--- config.mk ---
export PLATFORM = sky130hd
export DESIGN_NAME = whds_ram
export DESIGN_NICKNAME = d
export VERILOG_FILES = /design/src/sv/whds_ram.sv
export SDC_FILE = /design/constraint.sdc
export NUM_CORES = 2
export LEC_CHECK = 0
export BUFFER_PORTS_ARGS = -buffer_cell sky130_fd_sc_hd__buf_2
export CELL_PAD_IN_SITES_DETAIL_PLACEMENT = 2
export CELL_PAD_IN_SITES_GLOBAL_PLACEMENT = 2
export CORE_AREA = 10 10 392 394
export CTS_CLUSTER_SIZE = 16
export DETAILED_ROUTE_END_ITERATION = 8
export DIE_AREA = 0 0 402 404
export GPL_TIMING_DRIVEN = 0
export PLACE_DENSITY = 0.84
export SLEW_MARGIN = 20
export SYNTH_ARGS = -nofsm -noshare
export SYNTH_HDL_FRONTEND = slang
export SYNTH_SLANG_ARGS = --single-unit
--- constraint.sdc ---
create_clock -name clk_i -period 5.5 [get_ports clk_i]
set_input_delay 0.55 -clock clk_i [delete_from_list [all_inputs] [get_ports clk_i]]
set_output_delay 0.55 -clock clk_i [all_outputs]
set_load 0.05 [all_outputs]
--- src/sv/whds_ram.sv ---
// Generic simple dual-port RAM with registered read.
module whds_ram #(
  parameter int unsigned WIDTH = 8,
  parameter int unsigned DEPTH = 256
) (
  input  logic                     clk_i,
  input  logic                     we_i,
  input  logic [$clog2(DEPTH)-1:0] waddr_i,
  input  logic [WIDTH-1:0]         wdata_i,
  input  logic [$clog2(DEPTH)-1:0] raddr_i,
  output logic [WIDTH-1:0]         rdata_o
);

  logic [WIDTH-1:0] mem_q [DEPTH];

  // write port
  always_ff @(posedge clk_i) begin
    if (we_i) begin
      mem_q[waddr_i] <= wdata_i;
    end
  end

  // registered read port
  always_ff @(posedge clk_i) begin
    rdata_o <= mem_q[raddr_i];
  end

endmodule

==> reports/metrics.sh, run 1 <==
OUTCOME='aborted with a tool error'
STD_CELL_ROWS=140
MAPPEDNETLISTNETS=3759
SYN-INSTANCE-COUNT=3733
SYNTH-ASYNC-RESET-RATIO_PCT=0
MAPPEDNETLISTAREA_UM2=79600
DIE_H_UM=404
ERROR_MESSAGE='[ERROR DPL-0033] detailed placement checks failed during check placement.'
SYNTH-COMPOUND-AREA-SHARE_PCT=3.42
IO_BUFFER_COUNT=26
FAILED_STAGE='detailed placement (3_5_place_dp)'
TOP_LEVEL_I_O_COUNT=34
MUXSHAREOFSYNTHAREA_PCT=14.6
GLOBALPLACE.CONGESTION=1.00
SYNTH.AVG_CELL_AREA_UM2=21.3
POST_SYNTH_FA_HA_MAJ_AREA_FRACTION_PCT=0
DETAILED_PLACE_HPWL_UM=229000
POST_SYNTH_NUM_CELL_TYPES=55
SYNTH_SIMPLE_GATE_AREA_SHARE_PCT=2.63
FLOORPLAN.INITIALDENSITY_PCT=54.7
YOSYSWARNINGCOUNT=0
SYNTH_TOP_FAMILY_BY_AREA='multiplexers'
NUMBER_OF_ENABLE_TYPE_REGISTER_CELLS_IN_THE_SYNTHESIZED_NETLIST=2048
SYNTH_XOR_AREA_SHARE_PCT=0
POSTSYNTH.TOPFLOPCELL='sky130_fd_sc_hd__edfxtp_1'
YOSYS_REGISTER_BITS=2056
YOSYSSEQAREASHARE_PCT=77.5
FLOORPLAN.DIE.WIDTH_UM=402
-- synth_stat cells, types with 10 or more instances --
master	n	area share [%]
sky130_fd_sc_hd__edfxtp_1	2048	77
sky130_fd_sc_hd__mux4_2	454	13
sky130_fd_sc_hd__nor2_1	282	1.3
sky130_fd_sc_hd__mux2i_1	134	1.7
sky130_fd_sc_hd__a22oi_1	133	1.3
sky130_fd_sc_hd__clkbuf_1	111	0.52
sky130_fd_sc_hd__a21oi_1	96	0.60
sky130_fd_sc_hd__o221ai_1	46	0.51
sky130_fd_sc_hd__nand3_1	34	0.21
sky130_fd_sc_hd__nand2_1	33	0.16
sky130_fd_sc_hd__buf_2	31	0.20
sky130_fd_sc_hd__nor2b_1	31	0.24
sky130_fd_sc_hd__o22ai_1	28	0.22
sky130_fd_sc_hd__buf_4	27	0.25
sky130_fd_sc_hd__nor4_1	24	0.19
sky130_fd_sc_hd__buf_1	22	0.10
sky130_fd_sc_hd__nor3_1	22	0.14
sky130_fd_sc_hd__buf_6	21	0.30
sky130_fd_sc_hd__a211oi_1	16	0.15
sky130_fd_sc_hd__a221oi_1	13	0.14
sky130_fd_sc_hd__buf_8	13	0.25
sky130_fd_sc_hd__nand4_1	10	0.079
sky130_fd_sc_hd__o211ai_1	10	0.094
sky130_fd_sc_hd__o21ai_0	10	0.063
-- metrics by stage --
stage	std cells	area (um^2)	TNS (ns)
2_1_floorplan	3733	79600	0
3_3_place_gp	5676	82100	-0.263
-- kinds of logic after synthesis --
kind of cell	Yosys count
multiplexers	591
AND/OR/NAND/NOR	466
flip-flops	2056
AO/OA/AOI/OAI	385
buffers and inverters	235
==> run 2: changes to the inputs <==
CELL_PAD_IN_SITES_DETAIL_PLACEMENT = default   (was 2)
CELL_PAD_IN_SITES_GLOBAL_PLACEMENT = default   (was 2)
CORE_AREA = 10 10 457 459   (was 10 10 392 394)
CTS_CLUSTER_SIZE = default   (was 16)
DIE_AREA = 0 0 467 469   (was 0 0 402 404)
PLACE_DENSITY = default   (was 0.84)
PLACE_DENSITY_LB_ADDON = 0.15   (was default)
==> run 2 against run 1 <==
Compared with the run above:
- synthesized cell count unchanged
- area after synthesis stayed put
- the run now ends clean
==> reports/metrics.sh, run 2 <==
SYNTH.AVG_CELL_AREA_UM2=21.3
CP_MAX_FO=10
YOSYS_REGISTER_BITS=2056
ANTENNA_LEFT=0
STD_CELL_ROWS=164
YOSYS-TOP-CELLS-AREA='sky130_fd_sc_hd__edfxtp_1 77%, sky130_fd_sc_hd__mux4_2 13%, sky130_fd_sc_hd__mux2i_1 1.7%'
MAPPEDNETLISTNETS=3759
CRIT_PATH_START='raddr_i[2]'
POST_DRT_WL_PER_CELL_UM=37.9
SHARE_CLK_OF_TOTAL_POWER_PCT=42.2
SYNTH.LARGEST_AREA_CELL='sky130_fd_sc_hd__edfxtp_1'
CRITICAL_PATH_CELL_COUNT=9
POWERDENSITY_nW_PER_UM2=366
CLOCK_PATH_BUFFERS=3
SYNTH-ASYNC-RESET-RATIO_PCT=0
GR-USAGE-ALL-LAYERS_PCT=23.4
PATH_BUF_INV=4
SETUP_VIOLATIONS=0
NUMPLACEDINSTANCES=6462
SYNTH_TOP_CELL_AREA_SHARE_PCT=77.3
COMB_POWER_SHARE_PCT=6.0
NUMBER_OF_ENABLE_TYPE_REGISTER_CELLS_IN_THE_SYNTHESIZED_NETLIST=2048
HOLDCRITPATHCLASS='input pin to register'
CLK-INSERTION-DELAY-LATE_NS=0.86
WORST-R2R-SETUP-SLACK_NS=2.38
FINALHOLDVIOLATIONS=0
FINALPOWER_mW=33.3
TIGHTESTPINTRANSITION_NS=1.20
LAYOUT.CELLS.MOST_COMMON='sky130_fd_sc_hd__edfxtp_1'
CTS.CLK_SLEW.WORST_PATHS_NS=0.06
FINISH.CELL_COUNT_WITHOUT_FILLERS=6863
NET-SWITCHING-POWER_mW=7.58
POST_CTS.REPAIR.SETUP_BUFFERS=0
SETUP_REPAIR_AFTER_GLOBAL_ROUTING_MISSED_ITS_MARGIN='no'
OUTCOME='complete, no violations'
CRITPATHSLOWESTCELL='sky130_fd_sc_hd__clkbuf_1'
DIE_H_UM=469
SEQUENCE_OF_CELLS_ON_THE_CRITICAL_PATH='buf_2 -> buf_2 -> nor2b_1 -> clkbuf_1 -> clkbuf_1 -> a22oi_1 -> a21oi_1 -> nor4_1 -> nor4_2'
P_INT_mW=25.7
TOP_LEVEL_I_O_COUNT=34
CLOCK_SINK_COUNT=2056
POST_SYNTH_NUM_CELL_TYPES=55
FLOORPLAN.INITIALDENSITY_PCT=39.9
P_LEAK_nW=28.0
SYN-INSTANCE-COUNT=3733
CRITICAL_PATH_CLASS='input pin to register'
HOLDBUFCOUNTCTS=1
REGISTER_NAME_WITH_THE_MOST_FLOPS='mem_q'
NFILLCELLS=16692
PATH_DELAY_FAMILY='buffers and inverters'
GLOBAL_ROUTE.OVERFLOW_TOTAL=0
MAX_FREQ_MHz=222
NUM_VIAS=41299
FINAL_LAYOUT_SIZE_SUFFIX_GT1_SHARE_PCT=23.4
CTS-BUFFERS-INSERTED=210
TIMING.FINAL.MAX_SLEW_VIOLATIONS=0
H-TREE-DEPTH=4
RR_STARTPOINT='mem_q[208][3]$_DFFE_PP_'
MAX_CAP_VIOLATIONS=0
MIN_DELAY_PATH_DEPTH=1
YOSYSSEQAREASHARE_PCT=77.5
SEQ_POWER_SHARE_PCT=51.9
CRITICAL_PATH.ENDPOINT='rdata_o[6]$_DFF_P_'
CORE_UM2=199000
TIMING.MAX_SLEW.REL_SLACK_PCT=20.0
DETAIL_ROUTE.ITER0.VIOLATIONS=6251
PROPORTION_OF_TOTAL_POWER_DUE_TO_NET_SWITCHING_PCT=22.7
GLOBALPLACE.CONGESTION=0.904
REGTOREGENDPOINT='rdata_o[3]$_DFF_P_'
AREAGROWTHSYNTHTOFINISH_PCT=14.4
SYNTHMOSTINSTANTIATEDCELL='sky130_fd_sc_hd__edfxtp_1'
MAPPEDNETLISTAREA_UM2=79600
DRCVIOLATIONCOUNT=0
CRITICAL_PATH.STARTPOINT_TYPE='input pin'
MAX_FFS_PER_REGISTER=2048
ANTENNA_FOUND_INITIAL=24
FLOORPLAN.DIE.WIDTH_UM=467
POST_CTS_RESIZE_COUNT=0
DIE_AREA_UM2=219000
FINALWIRELENGTH_UM=260000
SYNTH_TOP_CELLS_BY_COUNT='2,048 x sky130_fd_sc_hd__edfxtp_1, 454 x sky130_fd_sc_hd__mux4_2, 282 x sky130_fd_sc_hd__nor2_1'
TRITONCTS='yes'
CLOCKROOTBUFFER='sky130_fd_sc_hd__clkbuf_16'
TIMING.CRITICAL_PATH.SLOWEST_CELL_DELAY_NS=0.89
GRT_START_MAX_NET_PINS=125
LAYOUT_TOP_REGISTERS='mem_q x2048, rdata_o x8'
YOSYSWARNINGCOUNT=0
CRIT_REQUIRED_NS=6.16
DETAILED_PLACE_HPWL_UM=178000
MOST_FREQUENT_CELLS_IN_THE_LAYOUT='2,048 x sky130_fd_sc_hd__edfxtp_1, 454 x sky130_fd_sc_hd__mux4_2, 272 x sky130_fd_sc_hd__nor2_1, 212 x sky130_fd_sc_hd__clkbuf_16, 134 x sky130_fd_sc_hd__mux2i_1'
TIMING.HOLD.WS_NS=0.0644
POWER.IR.VDD_WORST_mV=0.275
NETS=4045
IO_BUFFER_COUNT=26
FIRST_PASS_ITERS=6
POSTSYNTH.TOPFLOPCELL='sky130_fd_sc_hd__edfxtp_1'
END_KIND='register'
ROUTED_VIA_DENSITY=6.02
FINAL.PERIOD_UTILIZATION_PCT=82.1
GRT_FIRST_PASS_WIRELENGTH_UM=352000
FF2FF_PATH_DEPTH=8
POST-ROUTE-MIN-PERIOD_NS=4.51
CP.ARRIVAL_NS=5.17
FIRST_GLOBAL_VIAS=40687
CLOCK_SKEW_NS=0.0247
## run 2: cell counts after synthesis
Identical to the previous run, type by type.
## run 2: per-layer routing
metal	global-route usage, %	wire length (um)	part of all wire (%)
met5	0	28	0.011
met4	8.62	10300	4.0
met2	36.0	120000	46
met1	33.2	108000	41
met3	4.51	22000	8.5
## run 2: kinds of logic (layout without fill, tap and decap cells)
group	after synthesis	after routing	synth area share, %
other cells	0	11	0
mux	591	591	14.6
compound gates	385	385	3.42
buf+inv	235	698	1.83
flops	2056	2056	77.5
simple gates	466	466	2.63
## run 2: worst reg2reg max path: stages (launching register included)
cell	delay (ns)
sky130_fd_sc_hd__edfxtp_1	0.37
sky130_fd_sc_hd__mux4_2	0.49
sky130_fd_sc_hd__a22o_1	0.29
sky130_fd_sc_hd__a221oi_1	0.35
sky130_fd_sc_hd__buf_4	0.26
sky130_fd_sc_hd__o32ai_1	0.20
sky130_fd_sc_hd__nor3_1	0.68
sky130_fd_sc_hd__nor4_2	0.11
sky130_fd_sc_hd__buf_2	0.23
## run 2: stage by stage
| stage | instance area, um^2 | setup TNS (ns) | setup WS (ns) | utilization, % |
|---|---|---|---|---|
| after detailed placement | 84300 | 0 | 0.173 | 42.3 |
| after global routing | 91000 | 0 | 1.22 | 45.6 |
| final | 91000 | 0 | 0.986 | 45.7 |
| after floorplan | 79600 | 0 | 3.01 | - |
| after global placement | 83000 | -3.62 | -0.854 | 41.7 |
| after CTS | 90900 | 0 | 1.07 | 45.6 |
## run 2: how the worst min path moves through the flow
stage          slack [ns]                      to                from
4_1_cts              0.02  mem_q[79][6]$_DFFE_PP_          wdata_i[6]
3_5_place_dp         0.86  mem_q[71][3]$_DFFE_PP_          wdata_i[3]
3_3_place_gp         1.02              rdata_o[0]  rdata_o[0]$_DFF_P_
5_1_grt              0.04  mem_q[78][6]$_DFFE_PP_          wdata_i[6]
6_report             0.06  mem_q[78][6]$_DFFE_PP_          wdata_i[6]
2_1_floorplan        0.65   mem_q[0][0]$_DFFE_PP_          wdata_i[0]
## run 2: power groups by stage
stage	Sequential [mW]	Combinational [mW]	Clock, mW
2_1_floorplan	17.7	0.839	0
3_3_place_gp	17.7	1.88	0
3_5_place_dp	17.6	1.97	0
4_1_cts	17.3	1.98	14.2
5_1_grt	17.3	2.03	14.8
6_report	17.3	1.99	14.0
## run 2: layout make-up
cell class,instances,area [um^2],share of cell area [%]
Antenna cell,11,27.5,0.0303
Multi-Input combinational cell,1442,16600,18.2
Buffer,233,1500,1.65
Clock buffer,263,5500,6.04
Clock inverter,126,1170,1.29
Timing Repair Buffer,74,1230,1.35
Inverter,2,7.51,0.00825
Sequential cell,2056,61700,67.8
Tap cell,2656,3320,3.65
Note: power is estimated with default switching activity, not from simulation.
