File: src/sv/whds_pkg.sv
// Shared types and constants of the word hash store.
package whds_pkg;

  localparam int unsigned TABLE_DEPTH = 256;
  localparam int unsigned WORD_BYTES  = 128;
  localparam int unsigned CHUNK_MAX   = WORD_BYTES - 1;
  localparam int unsigned IDX_W       = $clog2(TABLE_DEPTH);
  localparam int unsigned POS_W       = $clog2(WORD_BYTES);
  localparam int unsigned SUM_W       = 14;
  localparam int unsigned SIZE_W      = 9;
  localparam int unsigned QDEPTH      = 2;

  localparam logic [1:0] MODE_TEXT  = 2'd0;
  localparam logic [1:0] MODE_FLUSH = 2'd1;
  localparam logic [1:0] MODE_READ  = 2'd2;

  localparam logic KIND_STORE = 1'b0;
  localparam logic KIND_READ  = 1'b1;

  typedef struct packed {
    logic [1:0] mode;
    logic [7:0] text_byte;
    logic [7:0] read_index;
    logic [6:0] read_position;
  } in_t;

  typedef struct packed {
    logic       reply_kind;
    logic [7:0] slot_index;
    logic       was_occupied;
    logic [6:0] word_length;
    logic       entry_valid;
    logic [7:0] entry_byte;
  } out_t;

  // One unit of work handed from the front to the back
  typedef struct packed {
    logic             kind;
    logic             bank;
    logic [POS_W-1:0] len;
    logic [SUM_W-1:0] sum;
    logic [7:0]       idx;
    logic [6:0]       pos;
  } job_t;

  typedef struct packed {
    logic valid;
    logic bank;
  } rel_t;

endpackage

File: src/sv/whds_front.sv
// Front: splits the byte stream into chunks and words, queues jobs.
module whds_front (
  input  logic                       clk_i,
  input  logic                       rst_ni,
  input  logic                       start_i,
  input  whds_pkg::in_t              item_i,
  output logic                       busy_o,
  input  logic                       q_full_i,
  output logic                       push_o,
  output whds_pkg::job_t             push_job_o,
  input  whds_pkg::rel_t             rel_i,
  output logic                       wb_we_o,
  output logic [whds_pkg::POS_W:0]   wb_addr_o,
  output logic [7:0]                 wb_data_o
);
  import whds_pkg::*;

  logic [POS_W-1:0] len_q, len_d, len_a;
  logic [SUM_W-1:0] sum_q, sum_d, sum_a;
  logic [POS_W-1:0] chunk_q, chunk_d, chunk_n;
  logic             skip_q, skip_d;
  logic             bank_q, bank_d;
  logic [1:0]       bank_busy_q, bank_busy_d;
  logic             accept, is_space, is_alnum, app, fin;
  logic [7:0]       b;

  assign busy_o   = q_full_i || bank_busy_q[bank_q];
  assign accept   = start_i && !busy_o;
  assign b        = item_i.text_byte;
  assign is_space = (b == 8'h20) || (b >= 8'h09 && b <= 8'h0d);
  assign is_alnum = (b >= 8'h30 && b <= 8'h39) || (b >= 8'h41 && b <= 8'h5a) ||
                    (b >= 8'h61 && b <= 8'h7a);
  assign chunk_n  = chunk_q + 7'd1;

  assign wb_we_o   = accept && app;
  assign wb_addr_o = {bank_q, len_q};
  assign wb_data_o = b;

  // classify the beat and update word state
  always_comb begin
    app         = 1'b0;
    fin         = 1'b0;
    chunk_d     = chunk_q;
    skip_d      = skip_q;
    bank_d      = bank_q;
    bank_busy_d = bank_busy_q;
    push_o      = 1'b0;
    push_job_o  = '0;
    if (accept) begin
      unique case (item_i.mode)
        MODE_TEXT: begin
          if (is_space) begin
            fin     = 1'b1;
            chunk_d = '0;
            skip_d  = 1'b0;
          end else begin
            if (!skip_q) begin
              if (b == 8'h00) begin
                fin    = 1'b1;
                skip_d = 1'b1;
              end else if (is_alnum) begin
                app = (len_q < 7'(CHUNK_MAX));
              end else begin
                fin = 1'b1;
              end
            end
            chunk_d = chunk_n;
            if (chunk_n == 7'(CHUNK_MAX)) begin
              fin     = 1'b1;
              chunk_d = '0;
              skip_d  = 1'b0;
            end
          end
        end
        MODE_FLUSH: begin
          fin     = 1'b1;
          chunk_d = '0;
          skip_d  = 1'b0;
        end
        MODE_READ: begin
          push_o         = 1'b1;
          push_job_o.kind = KIND_READ;
          push_job_o.idx  = item_i.read_index;
          push_job_o.pos  = item_i.read_position;
        end
        default: begin
        end
      endcase
    end
    len_a = app ? len_q + 7'd1 : len_q;
    sum_a = app ? sum_q + {{(SUM_W-8){1'b0}}, b} : sum_q;
    len_d = len_a;
    sum_d = sum_a;
    if (fin) begin
      len_d = '0;
      sum_d = '0;
      if (len_a > 7'd1) begin
        push_o          = 1'b1;
        push_job_o.kind = KIND_STORE;
        push_job_o.bank = bank_q;
        push_job_o.len  = len_a;
        push_job_o.sum  = sum_a;
        bank_busy_d[bank_q] = 1'b1;
        bank_d          = ~bank_q;
      end
    end
    if (rel_i.valid) begin
      bank_busy_d[rel_i.bank] = 1'b0;
    end
  end

  always_ff @(posedge clk_i or negedge rst_ni) begin
    if (!rst_ni) begin
      len_q       <= '0;
      sum_q       <= '0;
      chunk_q     <= '0;
      skip_q      <= 1'b0;
      bank_q      <= 1'b0;
      bank_busy_q <= '0;
    end else begin
      len_q       <= len_d;
      sum_q       <= sum_d;
      chunk_q     <= chunk_d;
      skip_q      <= skip_d;
      bank_q      <= bank_d;
      bank_busy_q <= bank_busy_d;
    end
  end

endmodule

File: config.mk
export PLATFORM = sky130hd
export DESIGN_NAME = whds_front
export DESIGN_NICKNAME = d
export VERILOG_FILES = /design/src/sv/whds_pkg.sv /design/src/sv/whds_front.sv
export SDC_FILE = /design/constraint.sdc
export NUM_CORES = 1
export LEC_CHECK = 0
export ABC_AREA = 1
export BUFFER_PORTS_ARGS = -buffer_cell sky130_fd_sc_hd__buf_2
export CAP_MARGIN = 20
export CORE_ASPECT_RATIO = 1.75
export CORE_UTILIZATION = 45
export CTS_BUF_LIST = sky130_fd_sc_hd__clkbuf_2 sky130_fd_sc_hd__clkbuf_4 sky130_fd_sc_hd__clkbuf_8
export DETAILED_ROUTE_END_ITERATION = 8
export PLACE_DENSITY = 0.84
export SLEW_MARGIN = 0
export SYNTH_ARGS = -nofsm -noshare
export SYNTH_HDL_FRONTEND = slang
export SYNTH_SLANG_ARGS = --single-unit
File: constraint.sdc
create_clock -name clk_i -period 3.3 [get_ports clk_i]
set_clock_uncertainty 0.05 [all_clocks]
set_input_delay 0.99 -clock clk_i [delete_from_list [all_inputs] [get_ports clk_i]]
set_output_delay 0.99 -clock clk_i [all_outputs]
set_load 0.03 [all_outputs]
==> results_dict.tcl, run 1 <==
set metrics [dict create \
    grt.overflow.total 28 \
    worst_endpoint "push_job_o[18]" \
    die_h_um 101 \
    finalWeightedCongestion 0.883 \
    io_pins 88 \
    syn_inst 361 \
    syn_nets 404 \
    cts_max_level 2 \
    cts_sinks 32 \
    grt_max_degree 33 \
    clockRootBuffer "clkbuf_8" \
    cts_max_path_buffers 2 \
    cts_hold_buffers 0 \
    io_buffers 87 \
    fp.dieW_um 58.5 \
    error "[ERROR GRT-0232] Routing congestion too high. Check the congestion heatmap in the GUI." \
    seq_area_frac_synth_pct 31.9 \
    gr-usage-all-layers_pct 62.7 \
    syn_area_um2 2510 \
    ys_ff_latch 32 \
    rows 35 \
    lastStage "global routing" \
    outcome "stopped before the end" \
    hpwl_um 5760 \
    avgSynthCellArea_um2 6.96 \
    start_util_pct 47.4 \
    numCtsBuffers 5 \
    worst-ep-kind "primary output" \
    yosys_warnings 0 \
    synth_cell_types 30 \
]
-- synth_stat cells (all sizes together) --
cell    number  area (um2)
fa           1        20.0
xnor2        7        61.3
inv         63         236
dfrtp       32         801
xor2        16         140
mux2i        3        30.0
nand2       70         275
nand3       20         123
clkinv       1        3.75
nand4        2        12.5
o21bai       1        7.51
a41oi        1        8.76
clkbuf       1        3.75
nor3         5        25.0
o21ai       12        60.1
buf         14         108
o32ai        2        17.5
o22ai        1        6.26
nor2        77         329
a21oi       21         105
ha          11         138
-- repair_timing --
item	CTS
resized for setup	159
pin swaps	51
setup buffers	36
cloned	1
setup endpoints to repair	39
-- metrics by stage --
stage	setup WS, ns	utilization [%]	instance area [um2]	instances
after global placement	-0.537	67.7	3590	570
after detailed placement	-0.649	67.7	3590	570
after CTS	-0.580	85.0	4500	606
after floorplan	-0.292	-	2690	361
-- layer usage --
layer  GRT usage, %  overflow
met3           33.0         0
met2           89.2        13
met5              0         0
met4           71.1        15
met1           58.8         0
-- cells by family after synthesis --
group,Yosys count,share of synthesized area [%]
compound gates,38,8.17
xor+xnor,23,8.02
fa+ha+maj,12,6.28
buf+inv,79,14.0
flops,32,31.9
mux,3,1.20
simple gates,174,30.4
==> inputs of run 2 (changes only) <==
- CORE_ASPECT_RATIO: 1.75 -> not set
- CORE_UTILIZATION: 45 -> 30
- CTS_BUF_LIST: sky130_fd_sc_hd__clkbuf_2 sky130_fd_sc_hd__clkbuf_4 sky130_fd_sc_hd__clkbuf_8 -> not set
- PLACE_DENSITY: 0.84 -> not set
- PLACE_DENSITY_LB_ADDON: not set -> 0.15
- clock period: 3.3 -> 4.29 ns (I/O delays scaled with it)
==> run 2 against run 1 <==
  * The flow now finishes, with violations (negative setup slack)
  * Synthesized cell count stayed put
  * Area after synthesis stayed put
==> results_dict.tcl, run 2 <==
set metrics [dict create \
    outcome "complete, but fails checks" \
    violations "negative setup slack" \
    r2r-start "bank_q" \
    clockRootBuffer "clkbuf_8" \
    grt.overflow.total 0 \
    finalSetupViolCount 19 \
    fp.coreArea_um2 8180 \
    remaining_drc_errors 0 \
    seq_area_frac_synth_pct 31.9 \
    seqPwrFrac_pct 33.5 \
    cts_max_level 2 \
    synth_common_cells "nor2_1 (69), nand2_1 (67), inv_1 (62)" \
    antenna_found_initial 0 \
    synth-async-reset-ratio_pct 100 \
    max-cap-violations 0 \
    syn_nets 404 \
    power.leakage_nw 2.43 \
    cts_max_path_buffers 2 \
    stdcell_area_um2 4660 \
    io_buffers 87 \
    setup_slack_ns -0.114 \
    layout.nets 595 \
    ys_top_cells_by_area "dfrtp_1 (32%), nor2_1 (10%), nand2_1 (10%)" \
    syn_inst 361 \
    crit_fanout 6 \
    hold_viol 0 \
    io_pins 88 \
    post-route-util_pct 57.0 \
    finalCritPeriodShare_pct 103 \
    viasPerCell 4.43 \
    yosysTopAreaCellShare_pct 31.9 \
    largest-register "sum_q" \
    yosysTopAreaCell "dfrtp_1" \
    cp_slowest_stage_delay_ns 0.17 \
    crit_arrival_ns 4.55 \
    cp_slowest_cell "buf_4" \
    cp-end-kind "flop" \
    hpwl_um 5310 \
    fp.dieW_um 93.5 \
    die_h_um 93.5 \
    synth_cell_types 30 \
    rows 33 \
    met1Wirelength_um 3710 \
    critPathKind "input pin to flop" \
    dr_wl_met2_um 4450 \
    drt_pass1_iterations 4 \
    grt_max_degree 33 \
    rsz0062_at_grt "true" \
    required_ns 4.44 \
    final_cell_mix "buf_4 (108), inv_1 (55), buf_2 (55)" \
    slew_headroom_pct 47.2 \
    grt_pass1_wl_um 12900 \
    critPathMostFrequentCell "buf_4" \
    crit_start "item_i[21]" \
    syn_area_um2 2510 \
    p_comb_share_pct 40.6 \
    routed_wl_um 8580 \
    finalWeightedCongestion 0.844 \
    yosys_warnings 0 \
    dieArea_um2 8740 \
    synth_top_flop_cell "dfrtp_1" \
    pwr-share-clk_pct 25.9 \
    ys_ff_latch 32 \
    clock_latency_ns 0.29 \
    grt_pass1_vias 2715 \
    wl_per_cell_um 13.0 \
    powerDensity_nw_per_um2 244 \
    post-place-ws_ns -0.241 \
    place_area_um2 3410 \
    multi_input_area_um2 1880 \
    clk_pin_slew_ns 0.08 \
    numCtsBuffers 5 \
    drive_gt1_share_pct 54.6 \
    antenna_left 0 \
    fin_crit_ns 4.40 \
    drv_slew 0 \
    layout_commonest_cell "buf_4" \
    avgSynthCellArea_um2 6.96 \
    top_layer "met4" \
    cts_sinks 32 \
    largest_register_ffs 14 \
    start_kind "input pin" \
    peakVddDrop_v 0.000205 \
    synth-edff-count 0 \
    drt-initial-drc-count 101 \
    fillers 758 \
    syn_to_final_growth_pct 85.5 \
    worst_slew_pin_slew_ns 0.792 \
    via_count 2918 \
    n_antenna_cell 0 \
    p_int_w 0.000704 \
    hold_start "chunk_q[6]" \
    regArea_um2 801 \
    p_sw_w 0.000432 \
    wl_met3_um 277 \
    top_regs "sum_q: 14 flops, chunk_q: 7 flops, len_q: 7 flops" \
    hold_class "flop to flop" \
    gr-usage-all-layers_pct 18.9 \
    max_freq_ghz 0.227 \
    power.total_w 0.00114 \
    yosysMostFrequentCell "nor2_1" \
    p_sw_share_pct 38.0 \
    start_util_pct 30.7 \
    cts_tree "yes" \
]
-- run 2: through the flow --
step / std cells / hold slack, ns / setup TNS [ns]
2_1_floorplan: 361 / 0.423 / 0
3_3_place_gp: 593 / 0.443 / -3.33
3_5_place_dp: 593 / 0.454 / -3.70
4_1_cts: 648 / 0.467 / -0.296
5_1_grt: 658 / 0.510 / -3.97
6_report: 658 / 0.461 / -1.50
-- run 2: timing repair --
item / 4_1_cts / 5_1_grt
hold endpoints to repair: 0 / 0
gates cloned: 0 / 2
pin swaps: 26 / 35
hold buffers: 0 / 0
resized for setup: 73 / 119
buffers inserted: 47 / 8
setup endpoints to repair: 23 / 25
-- run 2: routing by layer --
metal,up-vias,GRT usage (%)
li1,1483,-
met1,1364,23.6
met2,58,33.5
met3,13,2.85
met4,0,5.38
met5,-,0
-- run 2: cell type report --
| cell class | instances | area share (%) |
|---|---|---|
| Clock buffer | 6 | 1.56 |
| Clock inverter | 2 | 0.752 |
| Inverter | 64 | 5.21 |
| Multi-Input combinational cell | 252 | 40.4 |
| Sequential cell | 32 | 17.2 |
| Tap cell | 105 | 2.82 |
| Timing Repair Buffer | 197 | 32.1 |
-- run 2: worst paths after layout --
path | endpoint | slack [ns] | cells after the start
max | len_q[4] | -0.11 | 30
min in group asynchronous | sum_q[13] | 1.02 | 1
min reg2reg | chunk_q[6] | 0.46 | 2
min | chunk_q[6] | 0.46 | 2
max in group asynchronous | skip_q | 2.66 | 1
max reg2reg | len_q[4] | 0.45 | 28
-- run 2: power by group through the flow --
stage	sequential [W]	combinational [W]	clock [W]
final	0.000380	0.000461	0.000294
after global routing	0.000386	0.000508	0.000320
after CTS	0.000377	0.000406	0.000305
after detailed placement	0.000380	0.000361	0
after global placement	0.000380	0.000359	0
after floorplan	0.000383	0.000220	0
-- run 2: kinds of logic after synthesis --
family,share of synthesized area (%)
adders and majority gates,6.28
buffers and inverters,14.0
AOI/OAI and AO/OA,8.17
and+or+nand+nor,30.4
xor gates and xnor gates,8.02
muxes,1.20
DFF,31.9
-- run 2: critical path, delay by kind of cell --
family / cells / cell delay (ns)
buffers and inverters: 22 / 2.59
and+or+nand+nor: 8 / 0.67
(Power assumes the default switching activity.)
==> inputs of run 3 (changes only) <==
- CELL_PAD_IN_SITES_DETAIL_PLACEMENT: not set -> 1
- CELL_PAD_IN_SITES_GLOBAL_PLACEMENT: not set -> 2
- CORE_UTILIZATION: 30 -> 27
==> run 3 against run 2 <==
  * The run still ends with negative setup slack left
  * Hold slack improved by 0.010 ns
  * Global-route usage fell by 0.92 points
  * Cell area fell by 9.5%
  * Flip-flop and latch count did not move
==> results_dict.tcl, run 3 (synthesized netlist as in run 2, its figures left out) <==
set metrics [dict create \
    cts_hold_buffers 0 \
    grtUsageMet2_pct 31.8 \
    io_buffers 87 \
    use_met1_pct 23.1 \
    top_regs "sum_q: 14 flops, chunk_q: 7 flops, len_q: 7 flops" \
    grt_pass1_vias 2867 \
    gr-usage-all-layers_pct 18.0 \
    clockRootBuffer "clkbuf_8" \
    drt_pass1_iterations 6 \
    cts_tree "yes" \
    violations "negative setup slack" \
    rows 34 \
    place_area_um2 3430 \
    critPathTopFamily "simple AND/OR/NAND/NOR gates" \
    powerDensity_nw_per_um2 261 \
    largest-register "sum_q" \
    fp.coreArea_um2 8850 \
    cp_cell_sequence "buf_6, inv_2, nand2_2, nor2_4, nand3_4, buf_6, inv_4, nand2_4, nor2_4, nand3_2, nand2_2, inv_2, nor2_4, nand3_4, buf_6, nand3_4, inv_2, buf_6" \
    numCtsBuffers 5 \
    layout.nets 558 \
    reg2reg_to "bank_busy_q[1]" \
    finalSetupViolCount 17 \
    hold_start "chunk_q[6]" \
    finalWeightedCongestion 0.765 \
    p_int_w 0.000651 \
    peakVddDrop_v 0.000160 \
    fp.dieW_um 98.4 \
    start_util_pct 28.4 \
    p_sw_share_pct 40.9 \
    hpwl_um 6140 \
    slew_headroom_pct 48.0 \
    critPathMostFrequentCell "buf_6" \
    outcome "complete, but fails checks" \
    cp_slowest_cell "nor2_4" \
    timing.hold.ws_ns 0.472 \
    seqPwrFrac_pct 34.5 \
    dieArea_um2 9690 \
    largest_register_ffs 14 \
    cts_max_level 2 \
    setup_slack_ns -0.129 \
    n_antenna_cell 0 \
    antenna_left 0 \
    drv_slew 0 \
    pwr-share-clk_pct 22.9 \
    io_pins 88 \
    max_freq_ghz 0.226 \
    drt-initial-drc-count 70 \
    use_met3_pct 3.33 \
    final.setup.tns_ns -1.81 \
    p_sw_w 0.000450 \
    syn_to_final_growth_pct 67.8 \
    hold_path_end "chunk_q[6]" \
    drive_gt1_share_pct 49.4 \
    via_count 2806 \
    cp_slowest_stage_delay_ns 0.20 \
    grt_max_degree 33 \
    worst-path-buf-inv 8 \
    ff2ff_path_depth 17 \
    cts_max_path_buffers 2 \
    hold_class "flop to flop" \
    r2r_slack_ns 1.75 \
    p_comb_share_pct 42.6 \
    viasPerCell 4.50 \
    remaining_drc_errors 0 \
    cp-end-kind "output port" \
    clock_latency_ns 0.29 \
    dp_cells 600 \
    routed_wl_um 8600 \
    max-cap-violations 0 \
    grt_pass1_wl_um 14000 \
    r2r-start "bank_q" \
    die_h_um 98.4 \
    layout_commonest_cell "buf_4" \
    hold_path_depth 2 \
    hold_viol 0 \
    grt.overflow.total 0 \
    power.total_w 0.00110 \
    required_ns 2.95 \
    rsz0062_at_grt "true" \
    worst_slew_pin_slew_ns 0.779 \
    crit_arrival_ns 3.08 \
    final_cell_mix "buf_4 (73), buf_2 (57), inv_1 (54), nand2_1 (54), nor2_1 (50)" \
    finalCritPeriodShare_pct 103 \
    top_usage_layer "met2" \
    antenna_found_initial 0 \
    crit_fanout 6 \
    start_kind "input pin" \
    power.leakage_nw 2.22 \
    wl_per_cell_um 13.8 \
    instances_no_fill 624 \
    clk_pin_slew_ns 0.08 \
    critPathKind "input pin to output port" \
    cts_sinks 32 \
    fin_crit_ns 4.42 \
    stdcell_area_um2 4210 \
]
[run 3: cell types whose count changed in the layout (fill, tap and decap cells not counted), moves of 3 or more]
cell     before  now
o21ai_1       7    1
nor2_1       46   50
nand3_1       7   10
buf_4       108   73
nor2_4       25   15
inv_4         1    4
o21ai_0       4    8
nand2_1      51   54
nor2_2        6   12
nand2_2      14   11
buf_6        30   26
[run 3: layout make-up]
class | instances | area (um2)
Clock inverter | 3 | 23.8
Sequential cell | 32 | 801
Tap cell | 108 | 135
Clock buffer | 5 | 68.8
Timing Repair Buffer | 160 | 1200
Fill cell | 1118 | 4640
Multi-Input combinational cell | 252 | 1730
Inverter | 64 | 250
[run 3: metrics by stage]
step                      utilization (%)  setup slack, ns
after floorplan                         -           0.0134
after global placement               38.8           -0.289
after detailed placement             38.8           -0.305
after CTS                            44.9           -0.134
after global routing                 47.6           -0.243
final                                47.6           -0.129
[run 3: metal layers]
metal  wire length, um  part of all wire, %  up-vias
li1                  -                    -     1410
met3               328                  3.8        6
met2              4380                   51       61
met1              3830                   45     1329
met4                59                 0.69        0
met5                 0                    0        -
[run 3: tightest hold or removal path: cells and delay by family, from the launching register on]
family / cells / cell delay (ns)
AND/OR/NAND/NOR: 1 / 0.05
AO/OA/AOI/OAI: 1 / 0.06
flip-flops: 1 / 0.37
[run 3: how the worst max path moves through the flow]
stage / start / to / slack (ns) / depth (start not counted)
after detailed placement: item_i[15] / push_job_o[27] / -0.31 / 12
final: q_full_i / push_job_o[36] / -0.13 / 18
after floorplan: item_i[15] / push_job_o[25] / 0.01 / 9
after global routing: item_i[19] / push_job_o[27] / -0.24 / 13
after CTS: q_full_i / push_job_o[36] / -0.13 / 18
after global placement: item_i[19] / push_job_o[20] / -0.29 / 14
[run 3: power by group through the flow]
stage	registers (W)	logic, W	clock network [W]
floorplan	0.000383	0.000220	0
global placement	0.000380	0.000367	0
detailed placement	0.000381	0.000373	0
CTS	0.000380	0.000449	0.000263
global route	0.000386	0.000516	0.000273
finish	0.000380	0.000469	0.000252
[run 3: repair_timing]
action	4_1_cts	5_1_grt
setup endpoints to repair	23	23
pin swaps	27	22
gates resized for setup	101	52
buffers inserted	8	6
cloned	2	1
