==> config.mk <==
export PLATFORM = sky130hd
export DESIGN_NAME = whds_queue
export DESIGN_NICKNAME = d
export VERILOG_FILES = /design/src/sv/whds_pkg.sv /design/src/sv/whds_queue.sv
export SDC_FILE = /design/constraint.sdc
export NUM_CORES = 1
export LEC_CHECK = 0
export BUFFER_PORTS_ARGS = -buffer_cell sky130_fd_sc_hd__buf_4
export CAP_MARGIN = 20
export CORE_ASPECT_RATIO = 1.25
export CORE_MARGIN = 1.5
export CORE_UTILIZATION = 40
export DETAILED_ROUTE_END_ITERATION = 16
export HOLD_SLACK_MARGIN = 0.02
export PLACE_DENSITY = 0.64
export SLEW_MARGIN = 20
export SYNTH_ARGS = -nofsm -noshare
export SYNTH_HDL_FRONTEND = slang
export SYNTH_SLANG_ARGS = --single-unit
export TNS_END_PERCENT = 100
==> constraint.sdc <==
create_clock -name clk_i -period 7.05 [get_ports clk_i]
set_input_delay 0.705 -clock clk_i [delete_from_list [all_inputs] [get_ports clk_i]]
set_output_delay 0.705 -clock clk_i [all_outputs]
set_load 0.03 [all_outputs]
==> src/sv/whds_pkg.sv <==
// Shared types and constants of the word hash store.
package whds_pkg;

  localparam int unsigned TABLE_DEPTH = 256;
  localparam int unsigned WORD_BYTES  = 128;
  localparam int unsigned CHUNK_MAX   = WORD_BYTES - 1;
  localparam int unsigned IDX_W       = $clog2(TABLE_DEPTH);
  localparam int unsigned POS_W       = $clog2(WORD_BYTES);
  localparam int unsigned SUM_W       = 14;
  localparam int unsigned SIZE_W      = 9;
  localparam int unsigned QDEPTH      = 2;

  localparam logic [1:0] MODE_TEXT  = 2'd0;
  localparam logic [1:0] MODE_FLUSH = 2'd1;
  localparam logic [1:0] MODE_READ  = 2'd2;

  localparam logic KIND_STORE = 1'b0;
  localparam logic KIND_READ  = 1'b1;

  typedef struct packed {
    logic [1:0] mode;
    logic [7:0] text_byte;
    logic [7:0] read_index;
    logic [6:0] read_position;
  } in_t;

  typedef struct packed {
    logic       reply_kind;
    logic [7:0] slot_index;
    logic       was_occupied;
    logic [6:0] word_length;
    logic       entry_valid;
    logic [7:0] entry_byte;
  } out_t;

  // One unit of work handed from the front to the back
  typedef struct packed {
    logic             kind;
    logic             bank;
    logic [POS_W-1:0] len;
    logic [SUM_W-1:0] sum;
    logic [7:0]       idx;
    logic [6:0]       pos;
  } job_t;

  typedef struct packed {
    logic valid;
    logic bank;
  } rel_t;

endpackage

==> src/sv/whds_queue.sv <==
// Two-entry job queue between front and back.
module whds_queue (
  input  logic           clk_i,
  input  logic           rst_ni,
  input  logic           push_i,
  input  whds_pkg::job_t push_job_i,
  input  logic           pop_i,
  output logic           full_o,
  output logic           empty_o,
  output whds_pkg::job_t head_o
);
  import whds_pkg::*;

  job_t       ent_q [QDEPTH];
  logic       wp_q, wp_d, rp_q, rp_d;
  logic [1:0] cnt_q, cnt_d;

  assign full_o  = (cnt_q == 2'(QDEPTH));
  assign empty_o = (cnt_q == 2'd0);
  assign head_o  = ent_q[rp_q];

  // advance pointers and count
  always_comb begin
    wp_d  = wp_q;
    rp_d  = rp_q;
    cnt_d = cnt_q;
    if (push_i) begin
      wp_d = ~wp_q;
    end
    if (pop_i) begin
      rp_d = ~rp_q;
    end
    if (push_i && !pop_i) begin
      cnt_d = cnt_q + 2'd1;
    end else if (!push_i && pop_i) begin
      cnt_d = cnt_q - 2'd1;
    end
  end

  always_ff @(posedge clk_i or negedge rst_ni) begin
    if (!rst_ni) begin
      wp_q  <= 1'b0;
      rp_q  <= 1'b0;
      cnt_q <= 2'd0;
    end else begin
      wp_q  <= wp_d;
      rp_q  <= rp_d;
      cnt_q <= cnt_d;
    end
  end

  // hold entries
  always_ff @(posedge clk_i) begin
    if (push_i) begin
      ent_q[wp_q] <= push_job_i;
    end
  end

endmodule

==> results.py, run 1 <==
metrics = {
    "final_layout": {
        "num_antenna_cells": 0,
        "layout_common_cells": "buf_4 (81), edfxtp_1 (76), mux2_2 (28), mux2_4 (10), clkbuf_8 (10)",
        "final_layout_size_suffix_gt1_share_pct": 59.6,
        "final_common_cell": "buf_4",
        "fill_cells": 612,
        "fin_util_pct": 53.8,
        "nets": 266,
        "final_cells": 320,
        "syn_to_final_growth_pct": 31.4,
        "final_area_mm2": 0.00391,
    },
    "critical_path": {
        "worstPathRequired_ns": 6.34,
        "path_buf_inv": 1,
        "crit_type": "register to output port",
        "r2r_start": "wp_q$_DFFE_PN0P_",
        "r2r_slack_ns": 5.45,
        "crit_arrival_ns": 1.97,
        "crit_fanout": 39,
        "cp-start-kind": "register",
        "reg2regPathDepth": 1,
        "timing.rr.end": "ent_q[1][26]$_DFFE_PP_",
        "max_stage_delay_ns": 1.03,
        "crit_path_top_delay_cell": "dfrtp_2",
        "cp_top_family": "flip-flops",
        "path_cells": "mux2_2 > buf_4",
        "startpoint": "rp_q$_DFFE_PN0P_",
        "endpoint_kind": "output port",
    },
    "synth": {
        "synthesis.nets": 177,
        "ys_warn_count": 0,
        "syn_area_mm2": 0.00298,
        "synth_cell_types": 14,
        "syn-instance-count": 134,
        "synth-seq-cells": 80,
        "yosysTopAreaCell": "edfxtp_1",
        "ys_seq_area_share_pct": 80.1,
        "yosysTopAreaCellShare_pct": 76.7,
        "synth_top_cells_by_area": "edfxtp_1 (77%), mux2_2 (11%), mux2_4 (5.0%), dfrtp_1 (3.4%), xor2_1 (1.2%)",
        "avgSynthCellArea_um2": 22.2,
    },
    "timing": {
        "rsz0062_at_grt": "false",
        "finalSetupViolations": 0,
        "max-slew-margin-rel_pct": 33.1,
        "report.final.slew_viol_count": 0,
        "skew_ns": 0.00547,
        "setup_tns_ns": 0,
        "period_share_pct": 38.0,
        "hold_viol_final": 0,
        "period_needed_ns": 2.68,
        "max_freq_mhz": 374,
        "worst_slew_pin_slew_ns": 1.00,
    },
    "clock_tree": {
        "cts_tree": "yes",
        "root_buffer": "clkbuf_8",
        "clk_path_buf_depth": 2,
        "cts.sinks": 80,
        "clkSlewWorstSetupHoldPaths_ns": 0.07,
        "cts_resized": 0,
        "insertion_delay_ns": 0.33,
        "cts_setup_buffers": 0,
        "cts_buffers": 9,
        "h-tree-depth": 3,
        "cts_hold_buf": 0,
    },
    "route": {
        "ant_nets": 0,
        "wl_per_cell_um": 14.7,
        "drc_errors": 0,
        "wl_um": 4710,
        "firstDrtPassIters": 4,
        "viasPerCell": 4.58,
        "vias": 1467,
        "drtIter0Drc": 59,
    },
    "pwr": {
        "pwr-share-seq_pct": 42.7,
        "power_w": 0.00166,
        "p_switching_w": 0.000545,
        "vdd_drop_max_v": 0.000267,
        "pwr-share-comb_pct": 35.7,
        "power_density_mw_per_mm2": 424,
        "p_leak_nw": 1.51,
        "switching_share_pct": 32.9,
        "intPower_w": 0.00111,
        "clkPwrFrac_pct": 21.5,
    },
    "grt": {
        "busiest_layer": "met2",
        "grtUsageTotal_pct": 12.4,
        "overflow": 0,
        "met1_usage_pct": 15.5,
        "grt_pass1_wl_um": 7110,
        "grt.met2_usage_pct": 18.9,
        "grt_max_degree": 40,
        "grtUsageMet3_pct": 5.14,
        "grt_antenna_before_repair": 0,
        "first_global_vias": 1454,
    },
    "placement": {
        "place_congestion": 0.650,
        "post-dp-hpwl_um": 2900,
        "port_buffers": 81,
        "place_area_mm2": 0.00367,
        "place_inst": 303,
    },
    "job": {
        "maxCapViolCount": 0,
    },
    "die": {
        "coreArea_mm2": 0.00727,
        "die-area_mm2": 0.00797,
        "dieHeight_um": 99.4,
        "die_w_um": 80.1,
        "pin_count": 82,
        "initial_core_util_pct": 40.9,
        "rows": 35,
    },
    "status": {
        "status": "complete, no violations",
    },
    "min_path": {
        "hp-class": "primary input to async pin",
    },
}
[layer usage]
layer / up-vias / wire (um)
met5: - / 0
met1: 703 / 1970
li1: 697 / -
met3: 7 / 407
met4: 0 / 65
met2: 60 / 2260
[power groups by stage]
stage          Sequential (W)  Clock [W]  Combinational, W
2_1_floorplan        0.000667          0          0.000450
3_5_place_dp         0.000722          0          0.000589
4_1_cts              0.000712   0.000365          0.000591
5_1_grt              0.000723   0.000386          0.000624
6_report             0.000708   0.000357          0.000592
3_3_place_gp         0.000720          0          0.000588
[state kept, by name (all words and copies together), names as in the netlist]
register / count
ent_q: 76
cnt_q: 2
rp_q: 1
wp_q: 1
[cells in the mapped netlist]
cell type / number
and2_1: 1
buf_6: 1
ha_1: 1
dfrtp_1: 4
xor2_1: 4
inv_1: 1
xnor2_1: 1
mux2_2: 28
mux2_4: 10
buf_8: 1
nor2_1: 2
edfxtp_1: 76
buf_4: 2
nor2b_1: 2
[how the worst max path moves through the flow]
stage / endpoint / slack [ns] / cells after the start
after floorplan: ent_q[0][0]$_DFFE_PP_ / 4.20 / 1
after global placement: head_o[2] / 4.68 / 2
after detailed placement: head_o[2] / 4.70 / 2
after CTS: head_o[2] / 4.32 / 2
after global routing: head_o[2] / 4.24 / 2
final: head_o[10] / 4.37 / 2
[kinds of logic after synthesis]
logic type                 after synthesis  share of synthesized area, %
buffers and inverters                    5                          1.51
and+or+nand+nor                          5                         0.883
DFF                                     80                          80.1
xor gates and xnor gates                 5                          1.47
adders and majority gates                1                         0.420
muxes                                   38                          15.6
[per-stage QoR]
step / worst slack [ns] / hold slack, ns
finish: 4.37 / 0.155
global route: 4.24 / 0.129
CTS: 4.32 / 0.139
detailed placement: 4.70 / 0.480
global placement: 4.68 / 0.474
floorplan: 4.20 / 0.409
[cell type report]
type | instances | area, um^2 | area share, %
clock buffers | 13 | 149 | 3.81
clock inverters | 3 | 65.1 | 1.66
inverters | 1 | 3.75 | 0.0960
multi-input cells | 49 | 557 | 14.2
flip-flops and latches | 80 | 2380 | 61.0
well taps | 92 | 115 | 2.94
repair buffers | 82 | 636 | 16.3
Power figures use the tool's default switching activity.
==> inputs of run 2 (changes only) <==
ABC_AREA = 1   (was default)
clock period = 2.5 ns   (was 7.05 ns; I/O delays follow)
==> results.py, run 2 <==
metrics = {
    "pwr": {
        "vdd_drop_max_v": 0.000774,
        "power_w": 0.00468,
        "p_leak_nw": 1.55,
        "power_density_mw_per_mm2": 1180,
    },
    "synth": {
        "synth-seq-cells": 80,
        "synth_cell_types": 15,
        "synth_top_cells_by_area": "edfxtp_1 (76%), mux2_2 (11%), mux2_4 (5.0%), dfrtp_1 (3.3%), inv_1 (0.88%)",
        "ys_top_cells_by_count": "edfxtp_1 (76), mux2_2 (28), mux2_4 (10), inv_1 (7), nand2_1 (5)",
        "syn_area_mm2": 0.00300,
        "syn-instance-count": 143,
        "ys_seq_area_share_pct": 79.5,
        "synth.most_common_cell": "edfxtp_1",
        "yosysTopAreaCellShare_pct": 76.2,
        "yosysTopAreaCell": "edfxtp_1",
        "ys_async_sr_fraction_pct": 5.00,
        "synth_edf_count": 76,
        "avgSynthCellArea_um2": 20.9,
        "ys_warn_count": 0,
        "synth_ff_type": "edfxtp_1",
        "synthesis.nets": 186,
    },
    "die": {
        "pin_count": 82,
        "die_w_um": 80.4,
        "dieHeight_um": 99.8,
        "rows": 35,
        "initial_core_util_pct": 41.0,
        "die-area_mm2": 0.00802,
        "coreArea_mm2": 0.00731,
    },
    "timing": {
        "period_needed_ns": 1.93,
        "finalSetupViolations": 0,
        "skew_ns": 0.00492,
        "max_freq_mhz": 517,
        "report.final.slew_viol_count": 0,
        "rsz0062_at_grt": "false",
        "setup_tns_ns": 0,
        "max-slew-margin-rel_pct": 77.7,
        "worst_slew_pin_slew_ns": 0.334,
        "period_share_pct": 77.3,
        "hold_viol_final": 0,
    },
    "critical_path": {
        "reg2regPathDepth": 2,
        "timing.rr.end": "ent_q[0][35]$_DFFE_PP_",
        "r2r_slack_ns": 1.19,
        "crit_arrival_ns": 1.68,
        "endpoint_kind": "output port",
        "crit_fanout": 29,
        "r2r_start": "wp_q$_DFFE_PN0P_",
        "cp-start-kind": "register",
        "worstPathRequired_ns": 2.25,
        "crit_type": "register to output port",
        "startpoint": "rp_q$_DFFE_PN0P_",
    },
    "grt": {
        "grt.met2_usage_pct": 20.5,
        "first_global_vias": 1579,
        "grt_max_degree": 30,
        "busiest_layer": "met2",
        "overflow": 0,
        "grtUsageTotal_pct": 12.7,
        "met1_usage_pct": 15.1,
        "grt_pass1_wl_um": 7360,
        "grtUsageMet3_pct": 3.76,
        "grt_antenna_before_repair": 0,
    },
    "clock_tree": {
        "clkSlewWorstSetupHoldPaths_ns": 0.07,
        "cts_buffers": 9,
        "cts.sinks": 80,
        "h-tree-depth": 3,
        "cts_tree": "yes",
        "root_buffer": "clkbuf_8",
        "cts_setup_buffers": 0,
        "insertion_delay_ns": 0.34,
        "clk_path_buf_depth": 2,
    },
    "final_layout": {
        "largestRegisters": "ent_q x76, cnt_q x2",
        "final_common_cell": "buf_4",
        "syn_to_final_growth_pct": 32.2,
        "regMostFlops": "ent_q",
        "num_antenna_cells": 0,
        "largest_reg_flops": 76,
        "layout_common_cells": "buf_4 (83), edfxtp_1 (76), mux2_2 (28), mux2_4 (10), clkbuf_8 (9)",
        "nets": 279,
        "final_cells": 332,
        "final_layout_size_suffix_gt1_share_pct": 58.3,
    },
    "route": {
        "wl_per_cell_um": 14.5,
        "viasPerCell": 4.59,
        "drc_errors": 0,
        "drtIter0Drc": 66,
        "ant_nets": 0,
        "firstDrtPassIters": 4,
        "wl_um": 4810,
        "vias": 1525,
    },
    "placement": {
        "place_congestion": 0.656,
        "post-dp-hpwl_um": 3200,
        "place_inst": 316,
        "port_buffers": 81,
    },
    "min_path": {
        "hp-start": "pop_i",
        "hp-class": "primary input to register",
        "worstHoldEndpoint": "rp_q$_DFFE_PN0P_",
        "hold_depth": 2,
    },
    "status": {
        "status": "complete, no violations",
    },
    "job": {
        "maxCapViolCount": 0,
    },
}
[run 2: power breakdown]
group / internal (W) / total, W / switching [W]
clock network: 0.000552 / 0.000976 / 0.000423
logic: 0.000786 / 0.00181 / 0.00102
registers: 0.00178 / 0.00190 / 0.000113
[run 2: critical path, cell delays in order (launching register included)]
cell	delay, ns
dfrtp_2	0.53
buf_12	0.26
mux2_2	0.37
buf_4	0.17
[run 2: worst max path at each step]
stage / end / slack [ns]
floorplan: ent_q[0][0]$_DFFE_PP_ / 0.05
global placement: head_o[5] / 0.91
detailed placement: head_o[5] / 0.91
CTS: head_o[5] / 0.53
global route: head_o[5] / 0.49
finish: head_o[5] / 0.57
[run 2: metal layers]
metal  wire [um]  part of all wire (%)
met4         109                   2.3
met2        2450                    51
met5           0                     0
met3         309                   6.4
met1        1940                    40
[run 2: cells by family after synthesis]
group	count (synthesis)	synth area share [%]
muxes	38	15.5
xor gates and xnor gates	3	0.877
adders and majority gates	1	0.418
DFF	80	79.5
and+or+nand+nor	10	1.38
buffers and inverters	11	2.26
[run 2: final cells by class]
| class | instances | area (um^2) |
|---|---|---|
| clock inverter | 6 | 85.1 |
| clock buffer | 9 | 124 |
| sequential | 80 | 2380 |
| tap | 92 | 115 |
| inverter | 7 | 26.3 |
| multi-input combinational | 52 | 553 |
| timing repair buffer | 86 | 673 |
| fill | 621 | 3350 |
[run 2: repair_timing]
item / CTS / global route
endpoints found under the hold margin: 4 / 0
resized for setup: 0 / 0
hold buffers: 1 / 0
[run 2: metrics by stage]
stage	setup slack, ns	hold WS, ns	area (um^2)	util (%)
after floorplan	0.0532	-0.0456	3000	-
after global placement	0.912	0.0543	3740	51.2
after detailed placement	0.909	0.0545	3740	51.2
after CTS	0.528	0.0684	3960	54.1
after global routing	0.489	0.0694	3960	54.1
final	0.567	0.0883	3960	54.1
==> inputs of run 3 (changes only) <==
PLACE_DENSITY = 0.66   (was 0.64)
clock period = 1.6 ns   (was 2.5 ns; I/O delays follow)
==> results.py, run 3 (synthesis gave the netlist of run 2 again) <==
metrics = {
    "timing": {
        "rsz0062_at_grt": "true",
        "setup_ws_ns": -0.0315,
        "max_freq_mhz": 613,
        "skew_ns": 0.00594,
        "hold_viol_final": 0,
        "period_share_pct": 102,
        "finalSetupViolations": 11,
        "max-slew-margin-rel_pct": 80.1,
        "period_needed_ns": 1.63,
        "report.final.slew_viol_count": 0,
        "worst_slew_pin_slew_ns": 0.299,
    },
    "route": {
        "drtIter0Drc": 72,
        "wl_um": 5830,
        "wl_per_cell_um": 15.6,
        "viasPerCell": 4.56,
        "vias": 1701,
        "firstDrtPassIters": 4,
        "ant_nets": 0,
        "drc_errors": 0,
    },
    "critical_path": {
        "r2r_start": "wp_q$_DFFE_PN0P_",
        "crit_type": "register to output port",
        "crit_fanout": 21,
        "path_cells": "buf_12 > mux2_2 > buf_4",
        "worstPathRequired_ns": 1.44,
        "crit_arrival_ns": 1.47,
        "max_stage_delay_ns": 0.41,
        "timing.rr.end": "ent_q[1][15]$_DFFE_PP_",
        "cp-start-kind": "register",
        "crit_path_top_delay_cell": "dfrtp_2",
        "reg2regPathDepth": 3,
        "r2r_slack_ns": 0.41,
        "endpoint_kind": "output port",
    },
    "clock_tree": {
        "insertion_delay_ns": 0.33,
        "h-tree-depth": 3,
        "root_buffer": "clkbuf_8",
        "clk_path_buf_depth": 2,
        "clkSlewWorstSetupHoldPaths_ns": 0.07,
        "cts.sinks": 80,
        "cts_tree": "yes",
        "cts_buffers": 9,
        "cts_setup_buffers": 0,
    },
    "final_layout": {
        "largest_reg_flops": 76,
        "fill_cells": 552,
        "num_antenna_cells": 0,
        "syn_to_final_growth_pct": 52.0,
        "fin_util_pct": 62.2,
        "largestRegisters": "ent_q x76, cnt_q x2",
        "final_layout_size_suffix_gt1_share_pct": 49.5,
        "layout_common_cells": "edfxtp_1 (76), buf_4 (50), dlygate4sd3_1 (40), buf_6 (35), mux2_4 (27)",
        "final_cells": 373,
        "final_area_mm2": 0.00455,
        "ff_latch_area_mm2": 0.00238,
        "regMostFlops": "ent_q",
        "multi_input_area_um2": 617,
        "final_common_cell": "edfxtp_1",
        "nets": 320,
    },
    "min_path": {
        "hp-start": "push_i",
        "hp-class": "primary input to register",
        "worstHoldEndpoint": "wp_q$_DFFE_PN0P_",
        "hold_depth": 2,
    },
    "pwr": {
        "pwr-share-seq_pct": 37.2,
        "power_density_mw_per_mm2": 1740,
        "pwr-share-comb_pct": 43.9,
        "intPower_w": 0.00532,
        "power_w": 0.00793,
        "vdd_drop_max_v": 0.00129,
        "clkPwrFrac_pct": 19.0,
        "p_leak_nw": 1.84,
        "p_switching_w": 0.00261,
        "switching_share_pct": 32.9,
    },
    "placement": {
        "place_area_mm2": 0.00376,
        "place_inst": 318,
        "dp_slack_ns": 0.319,
        "post-dp-hpwl_um": 3500,
        "port_buffers": 81,
        "place_congestion": 0.758,
    },
    "grt": {
        "overflow": 0,
        "first_global_vias": 1830,
        "grt_pass1_wl_um": 8630,
        "grt_antenna_before_repair": 0,
        "grt_max_degree": 22,
        "grtUsageTotal_pct": 15.0,
    },
    "die": {
        "dieHeight_um": 99.8,
        "coreArea_mm2": 0.00731,
        "die-area_mm2": 0.00802,
        "pin_count": 82,
        "initial_core_util_pct": 41.0,
        "die_w_um": 80.4,
        "rows": 35,
    },
    "job": {
        "maxCapViolCount": 0,
    },
    "status": {
        "status": "finished, violations left",
        "violations": "setup timing",
    },
}
## run 3: cell count changes in the layout (fill, tap and decap cells not counted), sizes merged
cell	previous run	this run
dlygate4sd3	1	40
clkbuf	9	10
clkinvlp	2	0
buf	85	87
clkinv	2	3
## run 3: critical path, delay by kind of cell, from the launching register on
| kind | cells | cell delay (ns) |
|---|---|---|
| buf+inv | 2 | 0.36 |
| mux | 1 | 0.36 |
| flops | 1 | 0.41 |
## run 3: metrics by stage
stage          setup TNS, ns  hold slack [ns]
2_1_floorplan         -0.190           -0.136
3_3_place_gp               0          -0.0389
6_report              -0.130           0.0512
5_1_grt                -1.30           0.0356
4_1_cts               -0.539           0.0278
3_5_place_dp               0          -0.0382
## run 3: routing by layer
metal	up-vias	part of all wire (%)	GRT usage [%]
met5	-	0	0
met2	43	56	27.7
li1	808	-	-
met4	0	1.8	6.37
met3	9	3.3	3.67
met1	841	39	15.8
## run 3: timing repair
action	CTS	global route
endpoints found under the hold margin	81	0
endpoints found under the setup margin	38	38
hold buffers	40	0
cloned	0	0
resized for setup	32	20
pin swaps	0	0
## run 3: power by group through the flow
| stage | sequential (W) | clock, W | combinational (W) |
|---|---|---|---|
| 3_5_place_dp | 0.00298 | 0 | 0.00296 |
| 6_report | 0.00295 | 0.00150 | 0.00348 |
| 3_3_place_gp | 0.00297 | 0 | 0.00294 |
| 5_1_grt | 0.00298 | 0.00163 | 0.00365 |
| 2_1_floorplan | 0.00293 | 0 | 0.00200 |
| 4_1_cts | 0.00294 | 0.00155 | 0.00332 |
## run 3: area by class of cell
class	instances	share of cell area, %
multi-input cells	52	13.6
flip-flops and latches	80	52.4
clock buffers	10	2.80
well taps	92	2.53
inverters	7	0.577
repair buffers	127	26.6
clock inverters	5	1.59
## run 3: worst max path at each step
| stage | slack (ns) | startpoint | end | cells past startpoint |
|---|---|---|---|---|
| 3_5_place_dp | 0.32 | rp_q$_DFFE_PN0P_ | head_o[22] | 3 |
| 5_1_grt | -0.09 | rp_q$_DFFE_PN0P_ | head_o[0] | 3 |
| 2_1_floorplan | -0.005 | wp_q$_DFFE_PN0P_ | ent_q[1][0]$_DFFE_PP_ | 2 |
| 4_1_cts | -0.06 | rp_q$_DFFE_PN0P_ | head_o[0] | 3 |
| 6_report | -0.03 | rp_q$_DFFE_PN0P_ | head_o[0] | 3 |
| 3_3_place_gp | 0.33 | rp_q$_DFFE_PN0P_ | head_o[25] | 3 |
